### src/rtl/rtoh_pkg.sv
`timescale 1ns / 1ps
`default_nettype none

package rtoh_pkg;

    // Channel width that is taken from each input port, and hue fraction bits
    localparam int CHANNEL_BITS  = 8;
    localparam int HUE_FRAC_BITS = 6;

    // Fixed port field widths
    localparam int IN_W   = 8;
    localparam int HUE_W  = 15;
    localparam int SAT_W  = 17;
    localparam int VAL_W  = 8;
    localparam int SAT_FRAC = 16;

    // Hue scale: 60 and 360 degrees in fractional units
    localparam int HUE_DEG60 = 60 << HUE_FRAC_BITS;
    localparam int HUE_FULL  = 360 << HUE_FRAC_BITS;

    // Hue quotient bits, and the wider of hue and saturation; one cell per bit
    localparam int HUE_Q_BITS = $clog2(6 * HUE_DEG60);
    localparam int DIV_BITS   = (SAT_W > HUE_Q_BITS) ? SAT_W : HUE_Q_BITS;

    // Channel width and the widths of the hue numerator as it is formed
    localparam int CW      = CHANNEL_BITS;
    localparam int BASE_W  = CW + 3;
    localparam int K_W     = $clog2(HUE_DEG60 + 1);
    localparam int HPROD_W = BASE_W + K_W;
    localparam int NUM_W   = CW + DIV_BITS;

    // One beat as it travels down the divider chain
    typedef struct packed {
        logic                black;
        logic                grey;
        logic                neg;
        logic [CW-1:0]       sat_den;
        logic [CW-1:0]       sat_rem;
        logic [DIV_BITS-1:0] sat_lo;
        logic [CW-1:0]       hue_den;
        logic [CW-1:0]       hue_rem;
        logic [DIV_BITS-1:0] hue_lo;
    } t_beat;

endpackage

`default_nettype wire

### src/rtl/rtoh_front.sv
`timescale 1ns / 1ps
`default_nettype none

module rtoh_front (
    input  wire logic                   i_clk,
    input  wire logic                   i_rst_n,
    input  wire logic                   i_valid,
    input  wire logic [rtoh_pkg::IN_W-1:0] i_red,
    input  wire logic [rtoh_pkg::IN_W-1:0] i_green,
    input  wire logic [rtoh_pkg::IN_W-1:0] i_blue,
    output logic                        o_ready,
    output logic                        o_valid,
    output rtoh_pkg::t_beat             o_beat,
    input  wire logic                   i_ready
);

    logic [rtoh_pkg::CW-1:0]      red_ch;
    logic [rtoh_pkg::CW-1:0]      green_ch;
    logic [rtoh_pkg::CW-1:0]      blue_ch;
    logic [rtoh_pkg::CW-1:0]      mx;
    logic [rtoh_pkg::CW-1:0]      mn;
    logic [rtoh_pkg::CW-1:0]      delta;
    logic [rtoh_pkg::BASE_W-1:0]  hbase;
    logic [rtoh_pkg::HPROD_W-1:0] hprod;
    logic [rtoh_pkg::NUM_W-1:0]   hue_num;
    logic [rtoh_pkg::NUM_W-1:0]   sat_num;
    logic                         neg;
    rtoh_pkg::t_beat              n_beat;
    rtoh_pkg::t_beat              r_beat;
    logic                         r_valid;

    assign red_ch   = rtoh_pkg::CW'(i_red);
    assign green_ch = rtoh_pkg::CW'(i_green);
    assign blue_ch  = rtoh_pkg::CW'(i_blue);

    // Find largest and smallest channel
    always_comb begin
        mx = red_ch;
        if (green_ch > mx) begin
            mx = green_ch;
        end
        if (blue_ch > mx) begin
            mx = blue_ch;
        end
        mn = red_ch;
        if (green_ch < mn) begin
            mn = green_ch;
        end
        if (blue_ch < mn) begin
            mn = blue_ch;
        end
    end

    assign delta = mx - mn;

    // Pick sector base and channel difference; red wins ties, then green
    always_comb begin
        neg = 1'b0;
        if (red_ch == mx) begin
            if (green_ch >= blue_ch) begin
                hbase = rtoh_pkg::BASE_W'(green_ch) - rtoh_pkg::BASE_W'(blue_ch);
            end else begin
                hbase = rtoh_pkg::BASE_W'(blue_ch) - rtoh_pkg::BASE_W'(green_ch);
                neg   = 1'b1;
            end
        end else if (green_ch == mx) begin
            hbase = (rtoh_pkg::BASE_W'(delta) << 1) + rtoh_pkg::BASE_W'(blue_ch)
                    - rtoh_pkg::BASE_W'(red_ch);
        end else begin
            hbase = (rtoh_pkg::BASE_W'(delta) << 2) + rtoh_pkg::BASE_W'(red_ch)
                    - rtoh_pkg::BASE_W'(green_ch);
        end
    end

    // Scale by 60 degrees; the numerator is below delta times 2^DIV_BITS
    assign hprod   = rtoh_pkg::HPROD_W'(hbase) * rtoh_pkg::HPROD_W'(rtoh_pkg::HUE_DEG60);
    assign hue_num = rtoh_pkg::NUM_W'(hprod);
    assign sat_num = rtoh_pkg::NUM_W'(delta) << rtoh_pkg::SAT_FRAC;

    always_comb begin
        n_beat.black   = (mx == '0);
        n_beat.grey    = (delta == '0);
        n_beat.neg     = neg;
        n_beat.sat_den = mx;
        n_beat.sat_rem = sat_num[rtoh_pkg::NUM_W-1 -: rtoh_pkg::CW];
        n_beat.sat_lo  = sat_num[rtoh_pkg::DIV_BITS-1:0];
        n_beat.hue_den = delta;
        n_beat.hue_rem = hue_num[rtoh_pkg::NUM_W-1 -: rtoh_pkg::CW];
        n_beat.hue_lo  = hue_num[rtoh_pkg::DIV_BITS-1:0];
    end

    assign o_ready = !r_valid || i_ready;

    // Register the beat when the stage is free
    always_ff @(posedge i_clk) begin
        if (!i_rst_n) begin
            r_valid <= 1'b0;
        end else if (o_ready) begin
            r_valid <= i_valid;
        end
        if (o_ready && i_valid) begin
            r_beat <= n_beat;
        end
    end

    assign o_valid = r_valid;
    assign o_beat  = r_beat;

endmodule

`default_nettype wire

### src/rtl/rtoh_div_cell.sv
`timescale 1ns / 1ps
`default_nettype none

module rtoh_div_cell (
    input  wire logic            i_clk,
    input  wire logic            i_rst_n,
    input  wire logic            i_valid,
    input  wire rtoh_pkg::t_beat i_beat,
    output logic                 o_ready,
    output logic                 o_valid,
    output rtoh_pkg::t_beat      o_beat,
    input  wire logic            i_ready
);

    // One restoring step: shift in the next numerator bit, subtract if it fits
    function automatic logic [rtoh_pkg::CW+rtoh_pkg::DIV_BITS-1:0] div_step(
        input logic [rtoh_pkg::CW-1:0]       rem,
        input logic [rtoh_pkg::DIV_BITS-1:0] lo,
        input logic [rtoh_pkg::CW-1:0]       den
    );
        logic [rtoh_pkg::CW:0]   trial;
        logic [rtoh_pkg::CW:0]   diff;
        logic [rtoh_pkg::CW-1:0] nrem;
        logic                    qbit;
        trial = {rem, lo[rtoh_pkg::DIV_BITS-1]};
        diff  = trial - {1'b0, den};
        qbit  = (trial >= {1'b0, den});
        nrem  = qbit ? diff[rtoh_pkg::CW-1:0] : trial[rtoh_pkg::CW-1:0];
        return {nrem, lo[rtoh_pkg::DIV_BITS-2:0], qbit};
    endfunction

    rtoh_pkg::t_beat n_beat;
    rtoh_pkg::t_beat r_beat;
    logic            r_valid;

    // Advance both dividers by one quotient bit
    always_comb begin
        n_beat = i_beat;
        {n_beat.sat_rem, n_beat.sat_lo} = div_step(i_beat.sat_rem, i_beat.sat_lo,
                                                   i_beat.sat_den);
        {n_beat.hue_rem, n_beat.hue_lo} = div_step(i_beat.hue_rem, i_beat.hue_lo,
                                                   i_beat.hue_den);
    end

    assign o_ready = !r_valid || i_ready;

    // Hold or advance the beat
    always_ff @(posedge i_clk) begin
        if (!i_rst_n) begin
            r_valid <= 1'b0;
        end else if (o_ready) begin
            r_valid <= i_valid;
        end
        if (o_ready && i_valid) begin
            r_beat <= n_beat;
        end
    end

    assign o_valid = r_valid;
    assign o_beat  = r_beat;

endmodule

`default_nettype wire

### src/rtl/rtoh_back.sv
`timescale 1ns / 1ps
`default_nettype none

module rtoh_back (
    input  wire logic                        i_clk,
    input  wire logic                        i_rst_n,
    input  wire logic                        i_valid,
    input  wire rtoh_pkg::t_beat             i_beat,
    output logic                             o_ready,
    output logic                             o_valid,
    input  wire logic                        i_stall,
    output logic [rtoh_pkg::HUE_W-1:0]       o_hue,
    output logic [rtoh_pkg::SAT_W-1:0]       o_saturation,
    output logic [rtoh_pkg::VAL_W-1:0]       o_value,
    output logic                             o_hue_valid
);

    logic [31:0]                 wrapped;
    logic [rtoh_pkg::HUE_W-1:0]  n_hue;
    logic [rtoh_pkg::SAT_W-1:0]  n_sat;
    logic [rtoh_pkg::HUE_W-1:0]  r_hue;
    logic [rtoh_pkg::SAT_W-1:0]  r_sat;
    logic [rtoh_pkg::VAL_W-1:0]  r_val;
    logic                        r_hue_valid;
    logic                        r_valid;

    // Wrap a negative hue into the top of the circle
    assign wrapped = 32'(rtoh_pkg::HUE_FULL) - 32'(i_beat.hue_lo);

    always_comb begin
        if (i_beat.black || i_beat.grey) begin
            n_hue = '0;
        end else if (i_beat.neg) begin
            n_hue = (i_beat.hue_lo == '0) ? '0 : rtoh_pkg::HUE_W'(wrapped);
        end else begin
            n_hue = rtoh_pkg::HUE_W'(i_beat.hue_lo);
        end
        n_sat = i_beat.black ? '0 : rtoh_pkg::SAT_W'(i_beat.sat_lo);
    end

    assign o_ready = !r_valid || !i_stall;

    // Output register; takes a new beat when empty or when the current one leaves
    always_ff @(posedge i_clk) begin
        if (!i_rst_n) begin
            r_valid <= 1'b0;
        end else if (o_ready) begin
            r_valid <= i_valid;
        end
        if (o_ready && i_valid) begin
            r_hue       <= n_hue;
            r_sat       <= n_sat;
            r_val       <= rtoh_pkg::VAL_W'(i_beat.sat_den);
            r_hue_valid <= !i_beat.black;
        end
    end

    assign o_valid      = r_valid;
    assign o_hue        = r_hue;
    assign o_saturation = r_sat;
    assign o_value      = r_val;
    assign o_hue_valid  = r_hue_valid;

endmodule

`default_nettype wire

### src/rtl/rgb_to_hsv_converter.sv
// RGB to HSV conversion, one pixel per beat.
// Pipeline: one front stage for max, min and numerators, one cell per quotient
// bit (DIV_BITS cells), one output register. Throughput: one pixel per cycle
// while the output is not stalled; each cell stage holds its own beat and fills
// past a stalled output. Reset clears only the valid flags of every stage.
`timescale 1ns / 1ps
`default_nettype none

module rgb_to_hsv_converter (
    input  wire logic                       i_clk,
    input  wire logic                       i_rst_n,
    input  wire logic                       i_valid,
    output logic                            o_stall,
    input  wire logic [rtoh_pkg::IN_W-1:0]  i_red,
    input  wire logic [rtoh_pkg::IN_W-1:0]  i_green,
    input  wire logic [rtoh_pkg::IN_W-1:0]  i_blue,
    output logic                            o_valid,
    input  wire logic                       i_stall,
    output logic [rtoh_pkg::HUE_W-1:0]      o_hue,
    output logic [rtoh_pkg::SAT_W-1:0]      o_saturation,
    output logic [rtoh_pkg::VAL_W-1:0]      o_value,
    output logic                            o_hue_valid
);

    logic            front_ready;
    logic            chain_valid [rtoh_pkg::DIV_BITS+1];
    rtoh_pkg::t_beat chain_beat  [rtoh_pkg::DIV_BITS+1];
    logic            chain_ready [rtoh_pkg::DIV_BITS+1];

    // Front stage: channel compare and numerator set-up
    rtoh_front u_front (
        .i_clk   (i_clk),
        .i_rst_n (i_rst_n),
        .i_valid (i_valid),
        .i_red   (i_red),
        .i_green (i_green),
        .i_blue  (i_blue),
        .o_ready (front_ready),
        .o_valid (chain_valid[0]),
        .o_beat  (chain_beat[0]),
        .i_ready (chain_ready[0])
    );

    assign o_stall = !front_ready;

    // Row of divider cells, one quotient bit each
    for (genvar k = 0; k < rtoh_pkg::DIV_BITS; k++) begin : g_cell
        rtoh_div_cell u_cell (
            .i_clk   (i_clk),
            .i_rst_n (i_rst_n),
            .i_valid (chain_valid[k]),
            .i_beat  (chain_beat[k]),
            .o_ready (chain_ready[k]),
            .o_valid (chain_valid[k+1]),
            .o_beat  (chain_beat[k+1]),
            .i_ready (chain_ready[k+1])
        );
    end

    // Hue fix-up and output register
    rtoh_back u_back (
        .i_clk        (i_clk),
        .i_rst_n      (i_rst_n),
        .i_valid      (chain_valid[rtoh_pkg::DIV_BITS]),
        .i_beat       (chain_beat[rtoh_pkg::DIV_BITS]),
        .o_ready      (chain_ready[rtoh_pkg::DIV_BITS]),
        .o_valid      (o_valid),
        .i_stall      (i_stall),
        .o_hue        (o_hue),
        .o_saturation (o_saturation),
        .o_value      (o_value),
        .o_hue_valid  (o_hue_valid)
    );

endmodule

`default_nettype wire
### config.mk
export PLATFORM = sky130hd
export DESIGN_NAME = rgb_to_hsv_converter
export DESIGN_NICKNAME = d
export VERILOG_FILES = /design/src/rtl/rtoh_pkg.sv /design/src/rtl/rtoh_front.sv /design/src/rtl/rtoh_div_cell.sv /design/src/rtl/rtoh_back.sv /design/src/rtl/rgb_to_hsv_converter.sv
export SDC_FILE = /design/constraint.sdc
export NUM_CORES = 2
export LEC_CHECK = 0
export BUFFER_PORTS_ARGS = -buffer_cell sky130_fd_sc_hd__buf_2
export CAP_MARGIN = 10
export CORE_MARGIN = 3
export CORE_UTILIZATION = 40
export DETAILED_ROUTE_END_ITERATION = 12
export GPL_TIMING_DRIVEN = 1
export PLACE_DENSITY = 0.65
export SLEW_MARGIN = 15
export SYNTH_ARGS = -nofsm -noshare
export SYNTH_HDL_FRONTEND = slang
export SYNTH_SLANG_ARGS = --single-unit
### constraint.sdc
create_clock -name i_clk -period 17.47 [get_ports i_clk]
set_input_delay 3.494 -clock i_clk [delete_from_list [all_inputs] [get_ports i_clk]]
set_output_delay 3.494 -clock i_clk [all_outputs]
set_load 0.1 [all_outputs]
; Word-level counts from Yosys, hierarchy flattened
; Index checks and enable logic that the tools add are counted.
[word_totals]
register_bits = 1015
latchBits = 0
ramBits = 0
mem_bits_ro = 0
input_bits = 28
output_inout_bits = 43
memories = 0
[classes]
add_sub_neg = 40
mul = 1
div = 0
n_lt_le_gt_ge = 39
eq_ne = 2
shifts = 0
mux = 42
bitwise = 0
n_reduce_logical = 64
[op_table]
columns = op, count
row1 = $ge A9 B8 Y1, 32
row2 = $mux W8, 35
row3 = $sub A8 B8 Y8, 32
row4 = $mux W11, 3
row5 = $mux W15, 2
row6 = $logic_not A1 Y1, 22
row7 = $sub A11 B8 Y11, 2
row8 = $logic_or A1 B1 Y1, 20
row9 = $logic_and A1 B1 Y1, 19
row10 = $sub A8 B8 Y9, 2
row11 = $logic_not A17 Y1, 1
row12 = $eq A8 B8 Y1, 2
row13 = $ge A8 B8 Y1, 2
row14 = $gt A8 B8 Y1, 2
row15 = $logic_not A8 Y1, 2
row16 = $lt A8 B8 Y1, 2
row17 = $mul A11 B4 Y15 const B, 1
row18 = $sub A15 B15 Y15 const A, 1
row19 = $add A10 B8 Y11, 1
row20 = $add A9 B8 Y10, 1
row21 = $ge A7 B8 Y1, 1
row22 = $sub A7 B8 Y8, 1
row23 = $mux W7, 1
row24 = $mux W1, 1

; Longest topological paths before layout
[logic_depth]
word_depth = 21
mapped_depth = 50

; Hierarchy
; Synthesis repeated with hierarchy kept, for this count alone.
[hier_totals]
cells_unflattened = 4273
hier_area_um2 = 61144.9
[modules_own_cells]
columns = module, instances, cells_per_inst, area_per_inst_um2, seq_area_each_um2
row1 = rtoh_div_cell at g_cell[0].u_cell ..., 9, 200, 3114.2, 2092.0
row2 = rtoh_div_cell at g_cell[14].u_cell ..., 8, 205, 3134.3, 2092.0
row3 = rtoh_front, 1, 684, 6135.9, 1041.0
row4 = rtoh_back, 1, 148, 1903.1, 1251.2
row5 = rgb_to_hsv_converter, 1, 1, 3.8, 0.0

; Worst setup path before layout
; OpenSTA, ideal clock, no wires.
[synth_timing]
path_kind = input-to-reg
from = in i_red[1] (netlist name)
to = reg u_front.r_beat, in the netlist u_front.o_beat[22], data pin
setup_ns = 0.258
t_arrival_ns = 12.385
path_slack_ns = 4.828
stages = 46
path_buffers = 2
cell_sequence = inv_1 > ha_1 > nor2b_2 > o211ai_2 > a211oi_2 > nor2_1 > buf_2 > mux2i_1 > ha_1 > a21o_1 > a21o_1 > a21o_1 > a21o_1 > a31o_2 > a21oi_2 > buf_6 > nand2_1 > o21ai_2 > [10 not listed] > a21o_1 > a21o_1 > a21oi_1 > xnor2_1 > xnor2_1 > a311o_1 > fa_1 > inv_1 > fa_1 > inv_1 > ha_1 > o21a_1 > o21ai_0 > nand2b_1 > a21oi_1 > o21bai_1 > a21oi_1 > xnor2_1
[synth_via]
elab_chain_cells = 10
[synth_lines]
columns = item, line_no
row1 = start: declaration, rgb_to_hsv_converter.sv:14  ; input wire logic [rtoh_pkg::IN_W-1:0] i_red,
row2 = $gt A8 B8 Y1, rtoh_front.sv:39  ; if (green_ch > mx) begin
row3 = $mux W8 *, rtoh_front.sv:39
row4 = $gt A8 B8 Y1, rtoh_front.sv:42  ; if (blue_ch > mx) begin
row5 = $mux W8 *, rtoh_front.sv:42
row6 = "net u_front.mx, one bit", rtoh_front.sv:20  ; logic [rtoh_pkg::CW-1:0] mx;
row7 = $sub A8 B8 Y8 *, rtoh_front.sv:54  ; assign delta = mx - mn;
row8 = "net u_front.delta, one bit", rtoh_front.sv:22  ; logic [rtoh_pkg::CW-1:0] delta;
row9 = $add A10 B8 Y11 / $add A9 B8 Y10 (equally long branches), "rtoh_front.sv:70, rtoh_front.sv:67"
row10 = $sub A11 B8 Y11 (on tied branches), "rtoh_front.sv:71, rtoh_front.sv:68"
row11 = $mux W11 *, rtoh_front.sv:66  ; end else if (green_ch == mx) begin
row12 = $mux W11 *, rtoh_front.sv:59  ; if (red_ch == mx) begin
row13 = $mul A11 B4 Y15 *, rtoh_front.sv:76  ; assign hprod = rtoh_pkg::HPROD_W'(hbase) * rtoh_pkg::HPROD_W'(rtoh_pkg::HUE_DEG60);
row14 = "net u_front.hprod, one bit", rtoh_front.sv:24  ; logic [rtoh_pkg::HPROD_W-1:0] hprod;
row15 = end signal: assignment, rtoh_front.sv:102  ; r_beat <= n_beat;
row16 = end: declaration, rtoh_front.sv:29  ; rtoh_pkg::t_beat r_beat;
; Mark *: on every way through the listed nets, which the timed path passes. The rest lies on a longest branch.
; A chain may end at the register's enable or synchronous reset.

; Worst setup path in the final report
[layout_timing]
from = in i_red[5] (netlist name)
to = reg u_front.r_beat, in the netlist u_front.o_beat[22], data pin
; The elaborated chain is that of the path after synthesis.

==> flow_summary.yaml <==
worst_setup_path:
  critPathCaptureType: "register"
  arrival_ns: 14.29
  cp_max_fo: 21
  cp_slowest_cell: "nor2_1"
  worstReg2RegStart: "g_cell[14].u_cell.o_valid$_SDFFE_PN0P_"
  start_kind: "input port"
  crit_top_cell: "ha_1"
  critical_path_class: "in -> reg"
  r2r_cells: 10
  r2r_setup_slack_ns: 13.77
  slowest_delay_ns: 0.79
  worstPathRequired_ns: 17.89
  rr_endpoint: "u_front.o_beat[58]$_DFFE_PP_"
pwr:
  p_leak_nw: 21.1
  power-per-cell-area_nw_per_um2: 168
  peakVddDrop_mv: 0.636
floorplan:
  io_pins: 71
  die_w_um: 355
  row_count: 127
  core_area_um2: 120000
  start_util_pct: 40.5
  dieArea_um2: 126000
  dieHeight_um: 355
detailed_routing:
  post-route-drc-count: 0
  detail_route.wl_per_cell_um: 14.6
  dr.pass1.iters: 7
  routed_wl_um: 81700
  vias_per_cell: 4.90
  vias: 27500
  drtIter0Drc: 1279
  postRouteAntennaNets: 0
final_layout:
  design_area_um2: 54500
  fin_nets: 4357
  area_growth_pct: 11.8
  final_layout_size_suffix_gt1_share_pct: 7.69
  nFillCells: 10700
  multi_input_area_um2: 17000
  seqCellArea_um2: 30000
global_routing:
  grt_pass1_wl_um: 135000
  grt_max_degree: 68
  grt_usage_pct: 13.0
  grt_antenna_before_repair: 3
  grt_pass1_vias: 27900
  grt_overflow_total: 0
cts:
  cts_resized: 0
  tritoncts: "done"
  post_cts_buffers: 0
  clock_latency_ns: 0.67
  h-tree-depth: 3
  clkTransAtPathRegs_ns: 0.06
  cts_sinks: 1007
  clockRootBuffer: "clkbuf_16"
  cts_hold_buf: 0
  clock_path_buffers: 3
  cts_buffers: 100
sta:
  grt_setup_unrepaired: "no"
  max_slew.worst_pin.slew_ns: 1.05
  period_needed_ns: 13.87
  fin_crit_sh_pct: 79.4
  finalHoldViolCount: 0
  finalClockSkew_ns: 0.0270
  max_slew_margin_pct: 29.6
  final.setup.tns_ns: 0
  setup_viol: 0
  fmax_mhz: 72.1
  finalMaxSlewViolations: 0
synth:
  ys_seq_area_share_pct: 61.6
  syn_nets: 4216
  synthTopCellsByCount: "edfxtp_1, inv_1, ha_1, o21ai_0, nand2_1"
  postSynthAreaPerCell_um2: 13.0
  synth_top_area_share_pct: 60.8
  synth.area.top_cells: "edfxtp_1, ha_1, inv_1"
  ys_warn_count: 0
  synth-seq-cells: 1007
  synth_edf_count: 988
  synth.most_common_cell: "edfxtp_1"
  synth_area_um2: 48800
  synth_top_area_cell: "edfxtp_1"
  ys.flop_type: "edfxtp_1"
  synth_cell_type_count: 83
  synth_cells: 3764
  synthArstFlopShare_pct: 0
min_path:
  hold_path_end: "g_cell[6].u_cell.o_beat[67]$_DFFE_PP_"
  holdPathStages: 0
  hp-class: "reg -> reg"
  min_from: "g_cell[5].u_cell.o_beat[67]$_DFFE_PP_"
placed_design:
  place_area_um2: 51200
  routabilityCongestion: 0.869
  hpwl_um: 61000
  port_buffers: 70
run_status:
  status: "finished, final reports clean"
job:
  cap_viol_max_count: 0
## kinds of logic (layout without fill, tap and decap cells)
kind of cell    count (synthesis)  count (layout)  share of synthesized area (%)
flops                        1007            1007                           61.6
simple gates                  865             865                           9.02
compound gates                749             749                           9.66
buf+inv                       511             739                           3.99
fa+ha+maj                     424             424                           11.8
xor+xnor                      167             167                           3.00
mux                            41              41                          0.915
other cells                     0               2                              0
## flip-flops by register name (all words and copies together), names as in the netlist
signal / cells
u_front.o_valid: 1
u_back.o_saturation: 17
u_back.o_hue_valid: 1
u_front.o_beat: 34
u_back.o_value: 8
u_back.o_valid: 1
g_cell.u_cell.o_valid: 17
g_cell.u_cell.o_beat: 913
u_back.o_hue: 15
## worst max-delay path: cells and delay by family
| kind | cells | cell delay (ns) |
|---|---|---|
| buffers and inverters | 5 | 0.75 |
| XOR/XNOR | 3 | 0.67 |
| AND/OR/NAND/NOR | 7 | 1.47 |
| adder cells (fa/ha/maj) | 8 | 2.95 |
| AO/OA/AOI/OAI | 21 | 4.04 |
| multiplexers | 2 | 0.91 |
## stage by stage
step	utilization, %	setup WS (ns)	cells	hold slack (ns)	total power [mW]
after CTS	45.3	3.68	5604	0.392	9.30
after global routing	45.3	2.83	5605	0.404	9.97
after global placement	42.5	3.04	5415	0.400	7.04
final	45.3	3.60	5606	0.401	9.16
after floorplan	-	4.83	3764	0.400	6.36
after detailed placement	42.5	2.98	5415	0.405	7.15
## report_power, final
part | internal [mW] | switching, mW
logic | 1.89 | 2.15
clock network | 1.21 | 0.892
registers | 2.98 | 0.0370
total | 6.09 | 3.08
## placed cells by master, fill, tap and decap left out, types with 21 or more instances in the layout
cell type	count
nand3_1	38
a21oi_1	104
nand2b_1	88
fa_1	63
nor2_1	178
clkinv_1	26
ha_1	361
clkbuf_16	100
a21o_1	102
and2_1	68
o211a_1	31
or4_1	33
nand4_1	45
inv_1	456
edfxtp_1	988
o21ai_0	335
o31ai_1	62
xor2_1	92
mux2i_1	21
nor2b_1	109
buf_2	70
nand2_1	239
xnor2_1	75
o21a_1	24
## worst max-delay path by stage
stage	startpoint	endpoint	slack, ns	cells after the start
2_1_floorplan	i_red[1]	u_front.o_beat[22]$_DFFE_PP_	4.83	46
3_3_place_gp	i_red[7]	u_front.o_beat[22]$_DFFE_PP_	3.04	46
3_5_place_dp	i_red[7]	u_front.o_beat[22]$_DFFE_PP_	2.98	46
4_1_cts	i_red[7]	u_front.o_beat[22]$_DFFE_PP_	3.68	46
5_1_grt	i_red[1]	u_front.o_beat[22]$_DFFE_PP_	2.83	46
6_report	i_red[5]	u_front.o_beat[22]$_DFFE_PP_	3.60	46
## cell type report
class	instances	area share, %
sequential	1007	55.1
multi-input combinational	2246	31.1
clock buffer	119	4.72
tap	1612	3.70
inverter	461	3.17
clock inverter	70	1.31
timing repair buffer	89	0.904
antenna	2	0.00918
## metal layers
metal | wire length [um] | track usage, % | up-vias
met3 | 3000 | 2.03 | 140
li1 | - | - | 13800
met2 | 42900 | 24.4 | 401
met5 | 0 | 0 | -
met4 | 2330 | 4.70 | 0
met1 | 33400 | 14.7 | 13100
(Power assumes the default switching activity.)
